==> config.mk <==
export PLATFORM = sky130hd
export DESIGN_NAME = bfr_cursor
export DESIGN_NICKNAME = d
export VERILOG_FILES = /design/src/rtl/core/bfr_pkg.sv /design/src/rtl/core/bfr_cursor.sv
export SDC_FILE = /design/constraint.sdc
export NUM_CORES = 1
export LEC_CHECK = 0
export ABC_AREA = 0
export BUFFER_PORTS_ARGS = -buffer_cell sky130_fd_sc_hd__buf_2
export CAP_MARGIN = 5
export CORE_MARGIN = 2
export CORE_UTILIZATION = 39
export CTS_CLUSTER_DIAMETER = 60
export DETAILED_ROUTE_END_ITERATION = 12
export GPL_ROUTABILITY_DRIVEN = 0
export PLACE_DENSITY = 0.67
export SYNTH_ARGS = -nofsm -noshare
export SYNTH_HDL_FRONTEND = slang
export SYNTH_SLANG_ARGS = --single-unit
==> constraint.sdc <==
create_clock -name clock -period 3.9 [get_ports clock]
set_clock_uncertainty 0.05 [all_clocks]
set_input_delay 0.78 -clock clock [delete_from_list [all_inputs] [get_ports clock]]
set_output_delay 0.78 -clock clock [all_outputs]
set_load 0.03 [all_outputs]
==> src/rtl/core/bfr_pkg.sv <==
// Shared types and constants of the MSB-first bit field reader.
`timescale 1ns / 1ps
`default_nettype none
package bfr_pkg;

   localparam int BUF_BYTES      = 2048;
   localparam int ADDR_W         = $clog2(BUF_BYTES);
   localparam int COUNT_W        = 15;
   localparam int MAX_FIELD_BITS = 32;
   localparam int FIELD_W        = 32;
   localparam int FCNT_W         = $clog2(MAX_FIELD_BITS + 1);
   // Worst case a field starting at bit 0 touches this many bytes.
   localparam int WIN_BYTES      = (MAX_FIELD_BITS + 7 + 7) / 8;
   localparam int WIN_W          = 8 * WIN_BYTES;
   localparam int SLOT_W         = $clog2(WIN_BYTES);
   localparam int SHAMT_W        = $clog2(WIN_W + 1) + 1;

   localparam int CSR_ADDR_W     = 4;
   localparam int CSR_DATA_W     = 32;

   localparam logic [1:0] REG_START_OFFSET = 2'd0;
   localparam logic [1:0] REG_START_BIT    = 2'd1;
   localparam logic [1:0] REG_TOTAL_BITS   = 2'd2;

   typedef enum logic [2:0] {
      ACT_WRITE  = 3'd0,
      ACT_READ   = 3'd1,
      ACT_PEEK   = 3'd2,
      ACT_SKIP   = 3'd3,
      ACT_REWIND = 3'd4
   } action_type;

   typedef enum logic [2:0] {
      ST_IDLE,
      ST_FETCH,
      ST_WAIT,
      ST_SHIFT,
      ST_RESP
   } state_type;

   typedef struct packed {
      logic [ADDR_W-1:0]  start_offset;
      logic [2:0]         start_bit;
      logic [COUNT_W-1:0] total_bits;
   } cfg_type;

   typedef struct packed {
      logic [ADDR_W-1:0]  byte_pos;
      logic [2:0]         bit_pos;
      logic [COUNT_W-1:0] bits_left;
   } cursor_type;

   typedef struct packed {
      logic ok;
      logic fetch;
   } decision_type;

   typedef struct packed {
      logic start;
      logic issue;
   } fetch_ctl_type;

   typedef struct packed {
      logic              last_issue;
      logic              busy;
      logic [SLOT_W-1:0] slot;
   } fetch_stat_type;

endpackage
`default_nettype wire

==> src/rtl/core/bfr_cursor.sv <==
// Read cursor registers and the accept/refuse decision for each action.
`timescale 1ns / 1ps
`default_nettype none
module bfr_cursor (
   input  wire logic                        clock,
   input  wire logic                        reset,
   input  wire logic                        accept,
   input  wire logic [2:0]                  action,
   input  wire logic [bfr_pkg::COUNT_W-1:0] count,
   input  wire bfr_pkg::cfg_type            cfg,
   output bfr_pkg::cursor_type              cursor,
   output bfr_pkg::decision_type            decision
);

   bfr_pkg::cursor_type cursor_ff;
   bfr_pkg::cursor_type cursor_in;
   bfr_pkg::cursor_type advanced;
   logic [bfr_pkg::COUNT_W:0] span;
   logic fits;
   logic narrow;

   // Bits consumed from the current byte onward; the byte step is span / 8.
   assign span = {{(bfr_pkg::COUNT_W - 2){1'b0}}, ~cursor_ff.bit_pos} + {1'b0, count};
   assign advanced.byte_pos  = cursor_ff.byte_pos + span[bfr_pkg::ADDR_W+2:3];
   assign advanced.bit_pos   = ~span[2:0];
   assign advanced.bits_left = cursor_ff.bits_left - count;

   assign fits   = count <= cursor_ff.bits_left;
   assign narrow = count <= bfr_pkg::COUNT_W'(bfr_pkg::MAX_FIELD_BITS);

   always_comb begin
      cursor_in      = cursor_ff;
      decision.ok    = 1'b0;
      decision.fetch = 1'b0;
      unique case (action)
         bfr_pkg::ACT_WRITE: begin
            decision.ok = 1'b1;
         end
         bfr_pkg::ACT_READ: begin
            decision.ok    = fits && narrow;
            decision.fetch = fits && narrow && (count != '0);
            if (fits && narrow) begin
               cursor_in = advanced;
            end
         end
         bfr_pkg::ACT_PEEK: begin
            decision.ok    = fits && narrow;
            decision.fetch = fits && narrow && (count != '0);
         end
         bfr_pkg::ACT_SKIP: begin
            decision.ok = fits;
            if (fits) begin
               cursor_in = advanced;
            end
         end
         bfr_pkg::ACT_REWIND: begin
            decision.ok         = 1'b1;
            cursor_in.byte_pos  = cfg.start_offset;
            cursor_in.bit_pos   = cfg.start_bit;
            cursor_in.bits_left = cfg.total_bits;
         end
         default: begin
            decision.ok = 1'b0;
         end
      endcase
   end

   always_ff @(posedge clock) begin
      if (reset) begin
         cursor_ff.byte_pos  <= '0;
         cursor_ff.bit_pos   <= 3'd7;
         cursor_ff.bits_left <= '0;
      end else if (accept) begin
         cursor_ff <= cursor_in;
      end
   end

   assign cursor = cursor_ff;

endmodule
`default_nettype wire

Yosys cells after proc, flatten, opt, wreduce, memory -nomap -nowiden
Index checks and enable logic that the tools add are counted.
{"block": "op_classes", "n_addsub": 3, "n_lt_le_gt_ge": 2, "eq_ne": 6, "n_mux": 5, "bitwise": 2, "reduce_logical": 8}
{"operator": "29-bit one-hot mux with 3 select lines", "count": 1}
{"operator": "29-bit 2-to-1 mux", "count": 2}
{"operator": "15-bit less-or-equal comparator", "count": 1}
{"operator": "15-bit by 6-bit less-or-equal comparator with 1-bit output (second input constant)", "count": 1}
{"operator": "15-bit nonzero test", "count": 1}
{"operator": "15-bit subtractor", "count": 1}
{"operator": "3-bit by 14-bit adder with 14-bit output", "count": 1}
{"operator": "11-bit adder", "count": 1}
{"operator": "3-bit by 2-bit == test with 1-bit output (second input constant)", "count": 2}
{"operator": "3-bit inverter", "count": 2}
{"operator": "2-bit != test (second input constant)", "count": 2}
{"operator": "4-bit AND reduction", "count": 1}
{"operator": "2-bit OR reduction", "count": 2}
{"operator": "3-bit by 1-bit == test with 1-bit output (second input constant)", "count": 1}
{"operator": "3-bit == test (second input constant)", "count": 1}
{"operator": "3-bit logical NOT", "count": 1}
{"operator": "1-bit one-hot mux with 3 select lines", "count": 1}
{"operator": "3-bit nonzero test", "count": 1}
{"operator": "1-bit logical AND", "count": 2}
{"operator": "1-bit 2-to-1 mux", "count": 1}
{"block": "word_totals", "register_bits": 29, "inputBits": 50, "elab_cells": 29}

Logic depth before layout (Yosys ltp)
{"block": "logic_depth", "depth_word": 5, "ltp_mapped": 15, "depth_no_buf": 15}

Least setup slack after synthesis
No wires, ideal clock.
{"block": "synth_path", "kind": "input -> output", "start": "input count[2] (netlist name)", "end": "output decision[1] (netlist name)", "t_arrival_ps": 2755, "t_required_ps": 3070, "setup_slack_ps": 315, "path_stages": 7, "path_buffers": 0, "cell_sequence": "inv_1 ha_1 nor2_1 a211o_1 a211oi_2 nor3_1 o32ai_1"}
{"item": "start, declared", "line_no": "bfr_cursor.sv:9", "rtl": "input wire logic [bfr_pkg::COUNT_W-1:0] count,"}
{"item": "end, declared", "line_no": "bfr_cursor.sv:12", "rtl": "output bfr_pkg::decision_type decision"}

Worst setup path in the final report
{"block": "layout_path", "start": "input count[0] (netlist name)", "end": "register cursor_ff, in the netlist cursor[28]"}
{"block": "layout_between", "elab_chain_cells": 4}
{"item": "3-bit by 14-bit adder with 14-bit output, or another cell as far along", "line_no": "bfr_cursor.sv:23", "rtl": "assign span = {{(bfr_pkg::COUNT_W - 2){1'b0}}, ~cursor_ff.bit_pos} + {1'b0, count};"}
{"item": "11-bit adder / 1-bit logical AND (equally long branches)", "line_no": "bfr_cursor.sv:24, bfr_cursor.sv:42"}
{"item": "29-bit 2-to-1 mux, or another cell as far along", "line_no": "bfr_cursor.sv:52", "rtl": "if (fits) begin"}
{"item": "29-bit one-hot mux with 3 select lines / 4-bit AND reduction (equally long branches)"}
{"item": "end signal, assigned", "line_no": "bfr_cursor.sv:74", "rtl": "cursor_ff <= cursor_in;"}
{"item": "end, declared", "line_no": "bfr_cursor.sv:15", "rtl": "bfr_pkg::cursor_type cursor_ff;"}
Several ways; a longest one is shown, not always the timed one. The select of a mux whose other input is x is not followed.
A chain may end at the register's enable or synchronous reset.

==> flow_summary.yaml <==
clock_tree:
  cts_tree: "yes"
  path_clk_slew_ps: 70
  cts_root_buf: "clkbuf_8"
  insertion_delay_ps: 280
  ctsHoldBuffers: 0
  cts_buffer_depth: 2
  cts.sinks: 29
  ctsResizeCount: 0
  cts_setup_buffers: 0
  h-tree-depth: 2
  cts_inserted_buffers: 5
worst_hold_path:
  worstHoldStart: "cursor[26]"
  min_path_type: "register to register"
yosys:
  ys_types: 50
  synth_area_per_cell_um2: 7.578
  synth_top_area_share_pct: 19.80
  synth_area_leader_cell: "dfxtp_1"
  synthesis.nets: 470
  synth-main-ff-cell: "dfxtp_1"
  synth-edff-count: 0
  netlist_top_cells_area: "dfxtp_1 (20%), ha_1 (13%), xnor2_1 (6.3%)"
  yosysSeqAreaShare_pct: 19.80
  ys_warn_count: 0
  synth-async-reset-ratio_pct: 0
  ys_ff_latch: 29
  synth_area_um2: 2933
  netlist_instances: 387
sta:
  post-route-min-period_ps: 3550
  worstMarginPinSlew_ps: 825.2
  rsz0062_at_grt: "false"
  max_freq_mhz: 281.7
  finalHoldViolCount: 0
  slew_viol_final: 0
  relSlewSlack_pct: 44.99
  setup_viol: 0
  setup_tns_ps: 0
  fin_crit_sh_pct: 91.02
global_routing:
  grt_pass1_wl_um: 13560
  met1_usage_pct: 24.43
  grt_pass1_vias: 2907
  antenna_found_initial: 0
  track_usage_pct: 19.96
  grt_util_met2_pct: 35.88
  top_usage_layer: "met2"
  grt_use_met3_pct: 3.840
  grt_max_degree: 52
  grt-ovfl-total: 0
floorplan:
  start_util_pct: 40.43
  die_y_um: 90.72
  core_um2: 7253
  die-area_um2: 8230
  dieWidth_um: 90.72
  ios: 81
  rows: 31
route:
  ant_nets: 0
  totalWireLength_um: 8025
  drcViolationCount: 0
  drtIter0Drc: 108
  wl_per_cell_um: 14.15
  dr.pass1.iters: 4
  vias: 3053
  routed_via_density: 5.384
finish:
  fin_area_um2: 3538
  largest_register_ffs: 29
  syn_to_final_growth_pct: 20.65
  final_util_pct: 48.78
  fin_nets: 551
  drive_gt1_share_pct: 21.58
  antenna_cells: 0
  fillers: 776
placement:
  post-dp-hpwl_um: 6282
  dpl-instance-area_um2: 3452
  port_buffers: 80
pwr:
  powerDensity_nw_per_um2: 257.6
  p_comb_share_pct: 36.2
  static-leakage-power_nw: 1.705
  p_int_mw: 0.5868
  p_clk_share_pct: 28.2
  swShare_pct: 35.61
  power.share.sequential_pct: 35.6
  irDropWorstVdd_mv: 0.1117
  switching_power_mw: 0.3245
critical_path:
  critPathKind: "input pin to register"
  cp.required_ps: 4050
  worstPathArrival_ps: 3700
  critPathMaxFanout: 3
  cp-end-kind: "register"
  cp-startpoint: "count[0]"
  reg2reg_from: "cursor[15]"
  start_kind: "input pin"
run:
  drv_cap: 0
outcome:
  status: "completed"
[layout by cell type (no fill, tap or decap), types with 6 or more instances in the layout]
cell / n
a211oi_1: 16
a21o_1: 8
a21oi_1: 27
a31oi_1: 6
buf_2: 80
buf_4: 8
clkbuf_8: 6
dfxtp_1: 29
ha_1: 30
inv_1: 27
mux2i_1: 8
nand2_1: 35
nand2b_1: 7
nand3_1: 6
nand4_1: 6
nor2_1: 44
nor3_1: 10
o211ai_1: 8
o21ai_0: 25
xnor2_1: 21
xor2_1: 11
[worst paths after layout]
check             depth (start not counted)  slack, ps          to
setup reg to reg                         15        590  cursor[28]
hold reg to reg                           2        440  cursor[26]
setup / recovery                         15        350  cursor[28]
hold / removal                            2        440  cursor[26]
[power by group through the flow]
stage          Clock (mW)  Sequential, mW  Combinational, mW
2_1_floorplan           0           0.356              0.209
3_5_place_dp            0           0.331              0.329
6_report            0.257           0.324              0.330
5_1_grt             0.275           0.326              0.372
4_1_cts             0.266           0.324              0.332
3_3_place_gp            0           0.330              0.324
[final cells by class]
class,count,area (um^2),area share (%)
clock buffers,7,86.33,2.440
well taps,99,123.9,3.501
repair buffers,88,460.4,13.01
multi-input cells,317,2186,61.78
inverters,27,101.3,2.864
flip-flops and latches,29,580.6,16.41
[cells by family (layout without fill, tap and decap cells)]
| kind of cell | Yosys count | after routing | synth area share, % |
|---|---|---|---|
| xor gates and xnor gates | 32 | 32 | 9.556 |
| AOI/OAI and AO/OA | 119 | 119 | 27.26 |
| buffers and inverters | 41 | 122 | 5.674 |
| DFF | 29 | 29 | 19.80 |
| muxes | 8 | 8 | 2.730 |
| and+or+nand+nor | 125 | 125 | 20.14 |
| adders and majority gates | 33 | 33 | 14.85 |
[through the flow]
step	cells	hold WS [ps]	power (mW)	setup slack, ps
after floorplan	387	540.7	0.5651	315.0
after CTS	567	446.2	0.9216	313.0
after global routing	567	493.4	0.9726	109.4
final	567	443.7	0.9113	350.4
after detailed placement	560	436.7	0.6598	6.002
after global placement	560	431.8	0.6541	123.5
[synth_stat cells, types with 4 or more instances]
| cell | n |
|---|---|
| dfxtp_1 | 29 |
| clkbuf_1 | 8 |
| xor2_1 | 11 |
| buf_2 | 4 |
| nor2_1 | 44 |
| nor3_1 | 10 |
| nand4_1 | 6 |
| inv_1 | 27 |
| ha_1 | 30 |
| nand3_1 | 6 |
| a31oi_1 | 6 |
| o21ai_0 | 25 |
| nand2_1 | 35 |
| o211ai_1 | 8 |
| nand2b_1 | 7 |
| xnor2_1 | 21 |
| mux2i_1 | 8 |
| nor4_1 | 4 |
| a211oi_1 | 16 |
| a21oi_1 | 27 |
| o211a_1 | 4 |
| a21o_1 | 8 |
[per-layer routing]
| metal | vias to the layer above | wire (um) |
|---|---|---|
| met4 | 0 | 95 |
| met1 | 1406 | 3608 |
| met5 | - | 0 |
| met2 | 75 | 3930 |
| met3 | 11 | 389 |
| li1 | 1561 | - |
[critical path, stage by stage]
cell      delay [ps]
buf_2            120
ha_1             230
fa_1             420
a21oi_1          190
nand2b_1         140
xnor2_1          150
inv_1             90
fa_1             420
nor2b_1          170
nor3_1            60
o21ai_0          290
a311oi_1         170
xnor2_1          150
nand2_1           80
a311oi_2         250
Power figures use the tool's default switching activity.
