--- src/rtl/core/bfr_pkg.sv ---
// Shared types and constants of the MSB-first bit field reader.
`timescale 1ns / 1ps
`default_nettype none
package bfr_pkg;

   localparam int BUF_BYTES      = 2048;
   localparam int ADDR_W         = $clog2(BUF_BYTES);
   localparam int COUNT_W        = 15;
   localparam int MAX_FIELD_BITS = 32;
   localparam int FIELD_W        = 32;
   localparam int FCNT_W         = $clog2(MAX_FIELD_BITS + 1);
   // Worst case a field starting at bit 0 touches this many bytes.
   localparam int WIN_BYTES      = (MAX_FIELD_BITS + 7 + 7) / 8;
   localparam int WIN_W          = 8 * WIN_BYTES;
   localparam int SLOT_W         = $clog2(WIN_BYTES);
   localparam int SHAMT_W        = $clog2(WIN_W + 1) + 1;

   localparam int CSR_ADDR_W     = 4;
   localparam int CSR_DATA_W     = 32;

   localparam logic [1:0] REG_START_OFFSET = 2'd0;
   localparam logic [1:0] REG_START_BIT    = 2'd1;
   localparam logic [1:0] REG_TOTAL_BITS   = 2'd2;

   typedef enum logic [2:0] {
      ACT_WRITE  = 3'd0,
      ACT_READ   = 3'd1,
      ACT_PEEK   = 3'd2,
      ACT_SKIP   = 3'd3,
      ACT_REWIND = 3'd4
   } action_type;

   typedef enum logic [2:0] {
      ST_IDLE,
      ST_FETCH,
      ST_WAIT,
      ST_SHIFT,
      ST_RESP
   } state_type;

   typedef struct packed {
      logic [ADDR_W-1:0]  start_offset;
      logic [2:0]         start_bit;
      logic [COUNT_W-1:0] total_bits;
   } cfg_type;

   typedef struct packed {
      logic [ADDR_W-1:0]  byte_pos;
      logic [2:0]         bit_pos;
      logic [COUNT_W-1:0] bits_left;
   } cursor_type;

   typedef struct packed {
      logic ok;
      logic fetch;
   } decision_type;

   typedef struct packed {
      logic start;
      logic issue;
   } fetch_ctl_type;

   typedef struct packed {
      logic              last_issue;
      logic              busy;
      logic [SLOT_W-1:0] slot;
   } fetch_stat_type;

endpackage
`default_nettype wire

--- src/rtl/core/bfr_fetch.sv ---
// Byte fetch sequencer, field window and the aligning shifter.
`timescale 1ns / 1ps
`default_nettype none
module bfr_fetch (
   input  wire logic                        clock,
   input  wire logic                        reset,
   input  wire bfr_pkg::fetch_ctl_type      ctl,
   input  wire logic [bfr_pkg::ADDR_W-1:0]  base_pos,
   input  wire logic [2:0]                  bit_pos,
   input  wire logic [bfr_pkg::FCNT_W-1:0]  count,
   input  wire logic [7:0]                  mem_rdata,
   output logic                             mem_rd,
   output logic      [bfr_pkg::ADDR_W-1:0]  mem_raddr,
   output bfr_pkg::fetch_stat_type          stat,
   output logic      [bfr_pkg::FIELD_W-1:0] field
);

   localparam int SPAN_W = bfr_pkg::FCNT_W + 1;

   logic [bfr_pkg::ADDR_W-1:0]  base_ff;
   logic [2:0]                  bit_ff;
   logic [bfr_pkg::FCNT_W-1:0]  cnt_ff;
   logic [bfr_pkg::SLOT_W-1:0]  last_ff;
   logic [bfr_pkg::SLOT_W-1:0]  last_in;
   logic [bfr_pkg::SLOT_W-1:0]  slot_ff;
   logic                        rd_pend_ff;
   logic [bfr_pkg::SLOT_W-1:0]  rd_slot_ff;
   logic [7:0]                  win_ff [bfr_pkg::WIN_BYTES];
   logic [SPAN_W-1:0]           span_m1;
   logic [bfr_pkg::WIN_W-1:0]   window;
   logic [bfr_pkg::WIN_W-1:0]   shifted;
   logic [bfr_pkg::SHAMT_W-1:0] shamt;
   logic [bfr_pkg::FIELD_W:0]   mask;

   // Index of the last byte the field touches, counted from its first byte.
   assign span_m1 = {{(SPAN_W - 3){1'b0}}, ~bit_pos} + {1'b0, count} - SPAN_W'(1);
   assign last_in = span_m1[bfr_pkg::SLOT_W+2:3];

   always_ff @(posedge clock) begin
      if (ctl.start) begin
         base_ff <= base_pos;
         bit_ff  <= bit_pos;
         cnt_ff  <= count;
         last_ff <= last_in;
      end
   end

   always_ff @(posedge clock) begin
      if (reset) begin
         slot_ff    <= '0;
         rd_pend_ff <= 1'b0;
      end else begin
         rd_pend_ff <= ctl.issue;
         if (ctl.start) begin
            slot_ff <= '0;
         end else if (ctl.issue) begin
            slot_ff <= slot_ff + 1'b1;
         end
      end
   end

   always_ff @(posedge clock) begin
      if (ctl.issue) begin
         rd_slot_ff <= slot_ff;
      end
   end

   // Bytes beyond the field are cleared so the shifter never sees stale data.
   always_ff @(posedge clock) begin
      if (ctl.start) begin
         for (int k = 0; k < bfr_pkg::WIN_BYTES; k++) begin
            win_ff[k] <= '0;
         end
      end else if (rd_pend_ff) begin
         win_ff[rd_slot_ff] <= mem_rdata;
      end
   end

   assign mem_rd    = ctl.issue;
   assign mem_raddr = base_ff + {{(bfr_pkg::ADDR_W - bfr_pkg::SLOT_W){1'b0}}, slot_ff};

   always_comb begin
      for (int k = 0; k < bfr_pkg::WIN_BYTES; k++) begin
         window[bfr_pkg::WIN_W-1-8*k -: 8] = win_ff[k];
      end
   end

   // The first field bit sits at window bit 32 + bit; its last bit lands on bit 0.
   assign shamt   = bfr_pkg::SHAMT_W'(bfr_pkg::WIN_W - 7) + {{(bfr_pkg::SHAMT_W - 3){1'b0}}, bit_ff}
                    - {{(bfr_pkg::SHAMT_W - bfr_pkg::FCNT_W){1'b0}}, cnt_ff};
   assign shifted = window >> shamt;
   assign mask    = ({{bfr_pkg::FIELD_W{1'b0}}, 1'b1} << cnt_ff) - 1'b1;
   assign field   = shifted[bfr_pkg::FIELD_W-1:0] & mask[bfr_pkg::FIELD_W-1:0];

   assign stat.last_issue = (slot_ff == last_ff);
   assign stat.busy       = rd_pend_ff;
   assign stat.slot       = slot_ff;

endmodule
`default_nettype wire

--- config.mk ---
export PLATFORM = sky130hd
export DESIGN_NAME = bfr_fetch
export DESIGN_NICKNAME = d
export VERILOG_FILES = /design/src/rtl/core/bfr_pkg.sv /design/src/rtl/core/bfr_fetch.sv
export SDC_FILE = /design/constraint.sdc
export NUM_CORES = 1
export LEC_CHECK = 0
export ABC_AREA = 1
export ABC_CLOCK_PERIOD_IN_PS = 4150
export BUFFER_PORTS_ARGS = -buffer_cell sky130_fd_sc_hd__buf_2
export CORE_MARGIN = 3
export CORE_UTILIZATION = 60
export DETAILED_ROUTE_END_ITERATION = 6
export PLACE_DENSITY = 0.82
export SLEW_MARGIN = 25
export SYNTH_ARGS = -nofsm -noshare
export SYNTH_HDL_FRONTEND = slang
export SYNTH_SLANG_ARGS = --single-unit
--- constraint.sdc ---
create_clock -name clock -period 4.15 [get_ports clock]
set_input_delay 0.83 -clock clock [delete_from_list [all_inputs] [get_ports clock]]
set_output_delay 0.83 -clock clock [all_outputs]
set_load 0.02 [all_outputs]
=== Word level (Yosys, flattened, before mapping) ===
Memory sizes are Yosys's and may differ from the RTL's.
Cells that the tools add are included.

* Flip-flop bits (word level): 30
* Bits in writable memories: 40
* Output and inout bits: 49
* Word-level logic and storage cells: 30
* Memories kept: 1

{| class="wikitable"
|+ Memory list
! memory !! depth !! bits a word !! rd ports !! clocked after memory_dff !! wr ports !! RTL line !! RTL
|-
| win_ff || 5 || 8 || 5 || 0 || 5 || bfr_fetch.sv:28 || <nowiki>logic [7:0] win_ff [bfr_pkg::WIN_BYTES];</nowiki>
|}

* Add/subtract/negate cells: 7
* Eq/ne operators: 1
* Shift-type cells: 2
* Multiplexer cells: 8
* Bitwise logic cells: 2
* Reductions and logical operators: 2

{| class="wikitable"
|+ Operators with widths
! cell !! number
|-
| 40-bit by 7-bit >> shifter with 32-bit output || 1
|-
| 32-bit bitwise AND || 1
|-
| 1-bit by 6-bit << shifter with 32-bit output (first input constant) || 1
|-
| 32-bit by 1-bit subtractor with 32-bit output (second input constant) || 1
|-
| 11-bit by 3-bit adder with 11-bit output || 1
|-
| 8-bit 2-to-1 mux || 1
|-
| 8-bit OR reduction || 1
|-
| 6-bit by 3-bit adder with 7-bit output (first input constant) || 1
|-
| 7-bit by 6-bit subtractor with 7-bit output || 1
|-
| 3-bit by 6-bit adder with 6-bit output || 1
|-
| 1-bit 2-to-1 mux || 6
|-
| 6-bit by 1-bit subtractor with 6-bit output (second input constant) || 1
|-
| 3-bit by 1-bit adder with 3-bit output (second input constant) || 1
|-
| 3-bit equality test || 1
|-
| 3-bit 2-to-1 mux || 1
|-
| 3-bit NOT || 1
|-
| 2-bit OR reduction || 1
|}

=== Longest topological paths before layout ===
Gate-level depths: netlist of the first run.

* Word-level depth: 5
* Gate-level depth with buffers: 16
* Mapped depth without buffers: 14

=== Least setup slack after synthesis of the first run ===
Ideal clock, no wire load.

* Path kind: reg-to-output
* Start: register cnt_ff[2] in the netlist's numbering
* End: output field[17] in the netlist's numbering
* Arrival time: 2.617 ns
* Data required time: 3.320 ns
* Path slack: 0.703 ns
* Stages on the path, launching flop included: 11
* Path buffers: 1
* Cells stage by stage: edfxtp_1 inv_2 ha_1 fa_1 xor2_1 inv_2 clkbuf_1 nand2_1 nand2_1 nand3_1 nor3_1

* Word-level cells in the longest chain between the ends: 3
* Elaborated cells on any way between the ends: 5
* Those cells by class: 2 x add/sub; 2 x shift; 1 x bitwise

{| class="wikitable"
|+ Ends and longest elaborated chain
! what !! RTL line !! RTL
|-
| start, declared || bfr_fetch.sv:22 || <nowiki>logic [bfr_pkg::FCNT_W-1:0] cnt_ff;</nowiki>
|-
| start signal, assigned || bfr_fetch.sv:43 || <nowiki>cnt_ff <= count;</nowiki>
|-
| 7-bit by 6-bit subtractor with 7-bit output or 1-bit by 6-bit << shifter with 32-bit output (tied branches) || bfr_fetch.sv:90, bfr_fetch.sv:92 ||
|-
| 40-bit by 7-bit >> shifter with 32-bit output or 32-bit by 1-bit subtractor with 32-bit output (tied branches) || bfr_fetch.sv:91, bfr_fetch.sv:92 ||
|-
| 32-bit bitwise AND (*) || bfr_fetch.sv:93 || <nowiki>assign field = shifted[bfr_pkg::FIELD_W-1:0] & mask[bfr_pkg::FIELD_W-1:0];</nowiki>
|-
| end, declared || bfr_fetch.sv:15 || <nowiki>output logic [bfr_pkg::FIELD_W-1:0] field</nowiki>
|}

Mark *: on every way between the ends. The rest lies on a longest branch, timed or not.

=== Worst setup path after layout of the first run ===
* Start: register cnt_ff[1] in the netlist's numbering
* End: output field[12] in the netlist's numbering

The elaborated chain is that of the path after synthesis.

==> summary.md, run 1 <==
The worst IR drop on VDD is 354.8 uV, and the actual transition at the worst max-transition pin is 0.7200 ns. Via density per instance: 5.841. The via count of the first global-routing pass was 6163. Among all flip-flop cells after synthesis, the most frequent one is sky130_fd_sc_hd__edfxtp_1. STA puts the critical path data required time at 3.32 ns.

The floorplan step set the die width to 110.0 um. The wire-length estimate of the detail-placed layout is 15150 um. The gate family responsible for the most delay along the worst path is adder cells.

The area growth from synthesis to layout is 10.60%. By count the netlist is led by sky130_fd_sc_hd__nand2_1 (271), sky130_fd_sc_hd__nand3_1 (204), sky130_fd_sc_hd__nor2_1 (124), sky130_fd_sc_hd__inv_1 (82), sky130_fd_sc_hd__edfxtp_1 (66). The synthesized netlist devotes 7.460% of its cell area to compound gates. The number of search-and-repair iterations in the first detailed-routing pass was 6. Counting I/O delays and the setup requirement, the final critical path takes 3.911 ns.

The final number of setup-violating endpoints was 0; the largest net degree at the start of global routing was 47. STA puts the critical path data arrival time at 3.08 ns. Once detail routing completed, the nets flagged for antenna violations numbered 0. Summing all non-filler instances in the final layout gives an area of 7179 um2.

The number of port buffers is 80, and the routability-driven placement congestion ratio is 0.9827. The final antenna diode count is 0. The count of buffer and inverter cells on the critical path was 3; the number of max-cap violations was 0.

Net switching is 44.87% of the power. The logs give 0 for the total count of hold-check failures in the final report and 62.32% for the effective utilization at floorplan. For this design the ratio of total power to cell area is 441.6 nW/um2. The number of buffers on the longest clock path was 2.

The total routing resource utilization after global routing was 32.99%; the clock share of power was 20.8%. The run gives 12100 um2 as the die footprint. The residual DRC count was 0; the average wire length per cell after detail routing was 16.41 um. The final max-slew violation count was 0; the via total after detailed routing was 6898.

The post-synthesis adder-cell area fraction came out at 3.701%. The main combinational cell family by area after synthesis is simple AND/OR/NAND/NOR gates. The biggest area contributor in the post-synthesis netlist is sky130_fd_sc_hd__edfxtp_1. Multiplexer cells account for 0% of the synthesized area.

The number of nets in the synthesized netlist is 1033. The overall die height is 110.0 um. By startpoint and endpoint, the worst setup path is classified as flip-flop to output port. In the final layout, the share of cells above drive strength 1 is 13.88%.

The total area inside the core boundary comes to 10420 um2. 81 I/O pins were placed. Internal power comes to 1.748 mW. The first global-routing pass estimated 30610 um of wire. Setup repair after global routing left no endpoint under its margin.

In the post-synthesis netlist, the biggest area contributors are sky130_fd_sc_hd__edfxtp_1 (31%), sky130_fd_sc_hd__nand3_1 (16%), sky130_fd_sc_hd__nand2_1 (16%). In this design, the stage delay of the slowest critical-path cell is 0.51 ns. Clock-pin slew was measured on the worst setup and hold paths at 0.08 ns. The run finished with clean final reports. The root buffer selected by CTS was sky130_fd_sc_hd__clkbuf_8.

On the final layout, the worst clock skew is 0.009751 ns. The clock insertion delay at the later pin of the skew report was 0.35 ns. After synthesis, the mean cell area works out to 6.603 um2. On the critical path, the stage with the largest delay is an instance of sky130_fd_sc_hd__fa_1. The synthesized netlist contains 44 unique library cells. Sequential cells burn 26.7% of the power. The synthesized design contains 66 enable-type register cells.

By instance count, the leading cell after synthesis is sky130_fd_sc_hd__nand2_1. The flop and latch count out of synthesis works out to 70. Summing the areas of all and, or, nand and nor instances in the mapped netlist gives 44.08% of the synthesized area.

Buffers inserted during clock tree synthesis total 9. During synthesis, Yosys emitted a total of 0 warnings. The final critical path takes up 94.23% of the cycle. TritonCTS built the clock tree.

Standard-cell row count: 37. The share of flip-flops with an asynchronous set or reset is 0%. The startpoint kind of the worst setup timing path was a flip-flop.

The worst hold path belongs to the class flip-flop to flip-flop. After detailed placement, the total cell area comes to 6884 um2. The top-area cell type share of the netlist area was 30.53%. Of the synthesized area, sequential elements account for 31.77%. The logs give 983 for the instance count of the mapped netlist and 3 for the total number of H-tree levels. The run gives 255.7 MHz as the maximum clock frequency.

The largest fanout on the critical path was 39; the number of antenna violations at the first check in global routing was 0. The total clock sinks was 70; the net load switching power was 1.422 mW. Summing the areas of all xor and xnor instances in the mapped netlist gives 3.258% of the synthesized area. The total length of routed wires was 19380 um. The final net count is 1090, and the remaining global-route overflow is 0. The kind of capture point of the worst setup path was an output port. The total negative slack was 0 ns; the relative max-transition margin was 51.67%. Most frequent cell on the critical path: sky130_fd_sc_hd__nand3_1. In this run, the number of DRC markers left after iteration 0 of detailed routing was 831.

The mapped netlist covers 6491 um2. Traced cell by cell, the critical path runs through ha_1 > inv_1 > ha_1 > fa_1 > buf_4 > nand3_1 > nand2_1 > nand2_1 > nand3_1 > nand3_1 > nor2_1 > buf_2. Combinational cells account for 52.4% of the total power. For the cell leakage power, the log shows 3.667 nW.
## state kept, by name, summed over array words and instances (netlist names)
signal and flops:
bit_ff 3, base_ff 11, win_ff 40, last_ff 3, rd_slot_ff 3, cnt_ff 6
slot_ff 3, rd_pend_ff 1
## per-layer routing
| metal | track usage, % | vias to the layer above | part of all wire (%) | wire [um] |
|---|---|---|---|---|
| li1 | - | 3392 | - | - |
| met1 | 48.35 | 3082 | 44 | 8439 |
| met2 | 49.26 | 383 | 43 | 8373 |
| met3 | 6.639 | 41 | 11 | 2115 |
| met4 | 9.884 | 0 | 2.3 | 452 |
| met5 | 0 | - | 0 | 0 |
## timing repair
action                                  4_1_cts  5_1_grt
endpoints found under the hold margin         0        0
endpoints found under the setup margin        0       13
resized for setup                             0        5
buffers inserted                              0        3
hold buffers                                  0        0
## worst paths after layout
check	startpoint	endpoint	slack, ns	cells after the start
worst max-delay path	cnt_ff[1]	field[12]	0.24	12
worst min-delay path	slot_ff[1]	rd_slot_ff[1]	0.57	0
worst max register to register	rd_pend_ff	win_ff[4][5]	2.36	4
worst min register to register	slot_ff[1]	rd_slot_ff[1]	0.57	0
## cell families after synthesis
kind of cell             count (synthesis)
flip-flops                              70
XOR/XNOR                                22
buffers and inverters                  143
adder cells (fa/ha/maj)                 18
AND/OR/NAND/NOR                        649
AO/OA/AOI/OAI                           81
## metrics by stage
step           hold slack (ns)  worst slack (ns)  instances  utilization, %  power (mW)
6_report                0.5663            0.2394       1181           68.92       3.170
5_1_grt                 0.5877           0.01140       1181           68.92       3.398
4_1_cts                 0.5721            0.1410       1178           68.47       3.121
3_5_place_dp            0.5674            0.5298       1162           66.09       2.459
3_3_place_gp            0.5620            0.5490       1162           66.09       2.448
2_1_floorplan           0.6017            0.7031        983               -       2.070
## power by group through the flow
stage / sequential (mW) / clock [mW] / combinational, mW
floorplan: 0.851 / 0 / 1.22
global placement: 0.859 / 0 / 1.59
detailed placement: 0.861 / 0 / 1.60
CTS: 0.846 / 0.670 / 1.61
global route: 0.851 / 0.698 / 1.85
finish: 0.847 / 0.661 / 1.66
## cell type report
cell class / count / area (um2)
Fill cell: 941 / 3237
Sequential cell: 70 / 2062
Multi-Input combinational cell: 770 / 3807
Tap cell: 136 / 170.2
Clock buffer: 11 / 141.4
Timing Repair Buffer: 95 / 533.0
Inverter: 94 / 359.1
Clock inverter: 5 / 106.4
## placed cells by master, fill, tap and decap left out, types with 3 or more instances in the layout
cell type                     n
sky130_fd_sc_hd__nand2_1    271
sky130_fd_sc_hd__nand3_1    204
sky130_fd_sc_hd__nor2_1     124
sky130_fd_sc_hd__inv_1       82
sky130_fd_sc_hd__buf_2       80
sky130_fd_sc_hd__edfxtp_1    66
sky130_fd_sc_hd__o21ai_0     33
sky130_fd_sc_hd__o211ai_1    22
sky130_fd_sc_hd__xor2_1      19
sky130_fd_sc_hd__nand4_1     18
sky130_fd_sc_hd__a21oi_1     17
sky130_fd_sc_hd__ha_1        15
sky130_fd_sc_hd__buf_4       12
sky130_fd_sc_hd__clkbuf_8    10
sky130_fd_sc_hd__inv_2        9
sky130_fd_sc_hd__nor3_1       9
sky130_fd_sc_hd__nor2_2       5
sky130_fd_sc_hd__dfxtp_1      4
sky130_fd_sc_hd__nor2_4       3
sky130_fd_sc_hd__nand2_2      3
sky130_fd_sc_hd__bufinv_16    3
Power figures use the tool's default switching activity.
==> run 2, diff against run 1 <==
- ABC_CLOCK_PERIOD_IN_PS: 4150 -> 4500
- CORE_UTILIZATION: 60 -> 64
- PLACE_DENSITY: 0.82 -> 0.87
- clock period: 4.15 -> 4.5 ns (I/O delays scaled with it)
==> summary.md, run 2 (synthesis gave the netlist of run 1 again) <==
The flow ran to the end, and the final reports show no timing, DRC or antenna violations. The startpoint kind of the worst setup timing path is a flip-flop. The die is 106.7 um tall. Dividing total power by cell area gives a power density of 385.3 nW/um2. Subtracting the final worst setup slack from the clock period gives 4.243 ns.

Dividing the detail-routed wire length by the instance count gives 15.92 um. Cells fill 71.98% of the core in the end. Kind of capture point of the worst setup path: an output port. The relative max-transition margin was 55.50%; the number of max-cap violations was 0. TritonCTS built the clock tree. The logs give 873 for the fill cell instance count of the final layout and 33.73% for the total routing resource utilization after global routing. The share of post-route cells with drive strength above 1 is 13.60%, and the actual transition at the worst max-transition pin is 0.6666 ns. The filler-free cell count of the finished design is 1177.

The tools report the root buffer selected by CTS as sky130_fd_sc_hd__clkbuf_8. In the finished design, the share of the clock period the worst path needs comes to 94.29%. For the total length of routed wires, the log shows 18730 um.

The leading cell type in the layout, fill and taps excluded was sky130_fd_sc_hd__nand2_1. The logs give 55.5% for the share of power burned in combinational logic and 3 for the total number of H-tree levels. 0 antenna diodes ended up in the layout. Entering global routing, the biggest net connects 43 pins.

The first routing iteration left 986 violations. The run gives 3805 um2 as the total area of multi-input combinational cells. The logs give 1089 for the final net count and 0 for the residual DRC count. The logs give 3.60 ns for the required time at the worst-slack endpoint and 11390 um2 for the die footprint. The congestion estimate from routability-driven global placement came to 0.9945.

The count of buffers added on input and output ports is 80. The first global-routing pass estimated 30370 um of wire. Die width: 106.7 um. The clock transition at the register clock pins on the worst setup and hold paths after CTS came out at 0.07 ns. The clock network accounts for 15.8% of the total power. Worst hold slack across all endpoints: 0.5867 ns. The floorplan has 36 rows.

The worst IR drop on VDD was 334.2 uV; the via density per instance was 5.888. The switching power as a share of total power works out to 47.95%. The number of buffers on the longest clock path was 2.

The critical path in this run is classified as flip-flop to output port. The analysis attributes to cell leakage a power of 3.617 nW. Setup repair after global routing could not meet its margin everywhere.

Total count of hold-check failures in the final report: 0. Across the whole layout, storage elements account for 2062 um2. The top cell types in the final layout, fill and taps aside, are sky130_fd_sc_hd__nand2_1 (271), sky130_fd_sc_hd__nand3_1 (204), sky130_fd_sc_hd__nor2_1 (124). For the remaining global-route overflow, the log shows 0.

The detailed router placed 6930 vias in this run. The initial utilization of the core area, before any placement, comes to 66.11%. Data arrives at the worst endpoint at 3.34 ns. The final max-slew violation count was 0. The number of antenna violations at the first check in global routing came out at 0. The HPWL after detailed placement is 14520 um. Derived from the worst setup path, the maximum achievable clock frequency is 235.7 MHz. The final number of setup-violating endpoints was 0. From synthesis to final layout, the design area changed by 8.886%. Including well taps, the total number of placed cells is 1158. Sequential cells account for 28.7% of the total power. win_ff holds more flip-flops than any other register. The largest registers in the layout are win_ff (40), base_ff (11), cnt_ff (6).

The total clock sinks is 70, and the cell internal power dissipation is 1.418 mW. The first detailed-routing pass ran for 5 iterations. Between clock sinks in the finished design, the worst skew comes to 0.006616 ns. Clock latency on the worst-skew pair, taken at its later pin, is 0.35 ns. For the via count of the first global-routing pass, the log shows 6203. The tools report the post-route antenna net violation count as 0. The register with the most flip-flops in the layout has 40 of them.

The logs give 9819 um2 for the area of the core region and 81 for the I/O pin count. Summed over all nets, the switching power comes to 1.306 mW. Class of the most critical hold timing path: flip-flop to flip-flop. Largest fanout on the critical path: 36. The number of clock buffers added by TritonCTS is 9.
[run 2: cell count changes in the layout (fill, tap and decap cells not counted)]
cell                         previous run  this run
sky130_fd_sc_hd__buf_12                 1         0
sky130_fd_sc_hd__buf_4                 12        13
sky130_fd_sc_hd__buf_6                  2         1
sky130_fd_sc_hd__bufinv_16              3         0
sky130_fd_sc_hd__clkbuf_1               1         2
sky130_fd_sc_hd__clkbuf_8              10         9
sky130_fd_sc_hd__clkinv_2               1         2
sky130_fd_sc_hd__clkinv_4               1         2
sky130_fd_sc_hd__clkinvlp_4             1         2
sky130_fd_sc_hd__ha_1                  15        16
sky130_fd_sc_hd__ha_2                   1         0
sky130_fd_sc_hd__inv_2                  9        10
sky130_fd_sc_hd__inv_4                  2         1
[run 2: power groups by stage]
stage	Sequential, mW	Combinational, mW	Clock [mW]
after detailed placement	0.794	1.46	0
after floorplan	0.785	1.12	0
after global placement	0.793	1.45	0
after global routing	0.784	1.68	0.466
final	0.782	1.51	0.431
after CTS	0.781	1.46	0.436
[run 2: path summary, 6_finish.rpt]
kind	to	startpoint	slack, ns	cells past startpoint
setup / recovery	field[6]	cnt_ff[0]	0.26	12
hold / removal	rd_slot_ff[1]	slot_ff[1]	0.59	0
setup reg to reg	win_ff[4][3]	rd_pend_ff	2.59	4
hold reg to reg	rd_slot_ff[1]	slot_ff[1]	0.59	0
[run 2: worst max-delay path: stages (launching register included)]
cell	delay, ns
sky130_fd_sc_hd__edfxtp_1	0.55
sky130_fd_sc_hd__inv_2	0.11
sky130_fd_sc_hd__ha_1	0.20
sky130_fd_sc_hd__ha_1	0.20
sky130_fd_sc_hd__fa_1	0.45
sky130_fd_sc_hd__xor2_2	0.21
sky130_fd_sc_hd__inv_2	0.44
sky130_fd_sc_hd__nand4_1	0.22
sky130_fd_sc_hd__o21ai_0	0.22
sky130_fd_sc_hd__o21a_1	0.14
sky130_fd_sc_hd__nand2_1	0.05
sky130_fd_sc_hd__inv_1	0.04
sky130_fd_sc_hd__buf_2	0.15
[run 2: per-stage QoR]
| stage | instance area (um2) | setup TNS, ns | worst slack, ns | total power [mW] |
|---|---|---|---|---|
| floorplan | 6491 | 0 | 0.9831 | 1.909 |
| global placement | 6873 | 0 | 0.5891 | 2.243 |
| detailed placement | 6873 | 0 | 0.5754 | 2.250 |
| CTS | 7042 | 0 | 0.1986 | 2.681 |
| global route | 7068 | -0.02219 | -0.02219 | 2.930 |
| finish | 7068 | 0 | 0.2572 | 2.723 |
[run 2: cell type report]
cell class	instances	share of cell area [%]
flip-flops and latches	70	29.17
clock inverters	5	0.5311
multi-input cells	770	53.83
clock buffers	11	1.859
repair buffers	94	7.205
well taps	133	2.354
inverters	94	5.045
[run 2: metal layers]
| metal | global-route usage, % | routed length, um | up-vias |
|---|---|---|---|
| met4 | 10.41 | 383 | 0 |
| met2 | 50.85 | 8265 | 401 |
| met3 | 7.164 | 2099 | 31 |
| met5 | 0 | 0 | - |
| met1 | 48.83 | 7985 | 3109 |
| li1 | - | - | 3389 |
[run 2: timing repair]
item	4_1_cts	5_1_grt
gates resized for setup	0	1
hold buffers	0	0
setup buffers	0	3
setup endpoints to repair	0	3
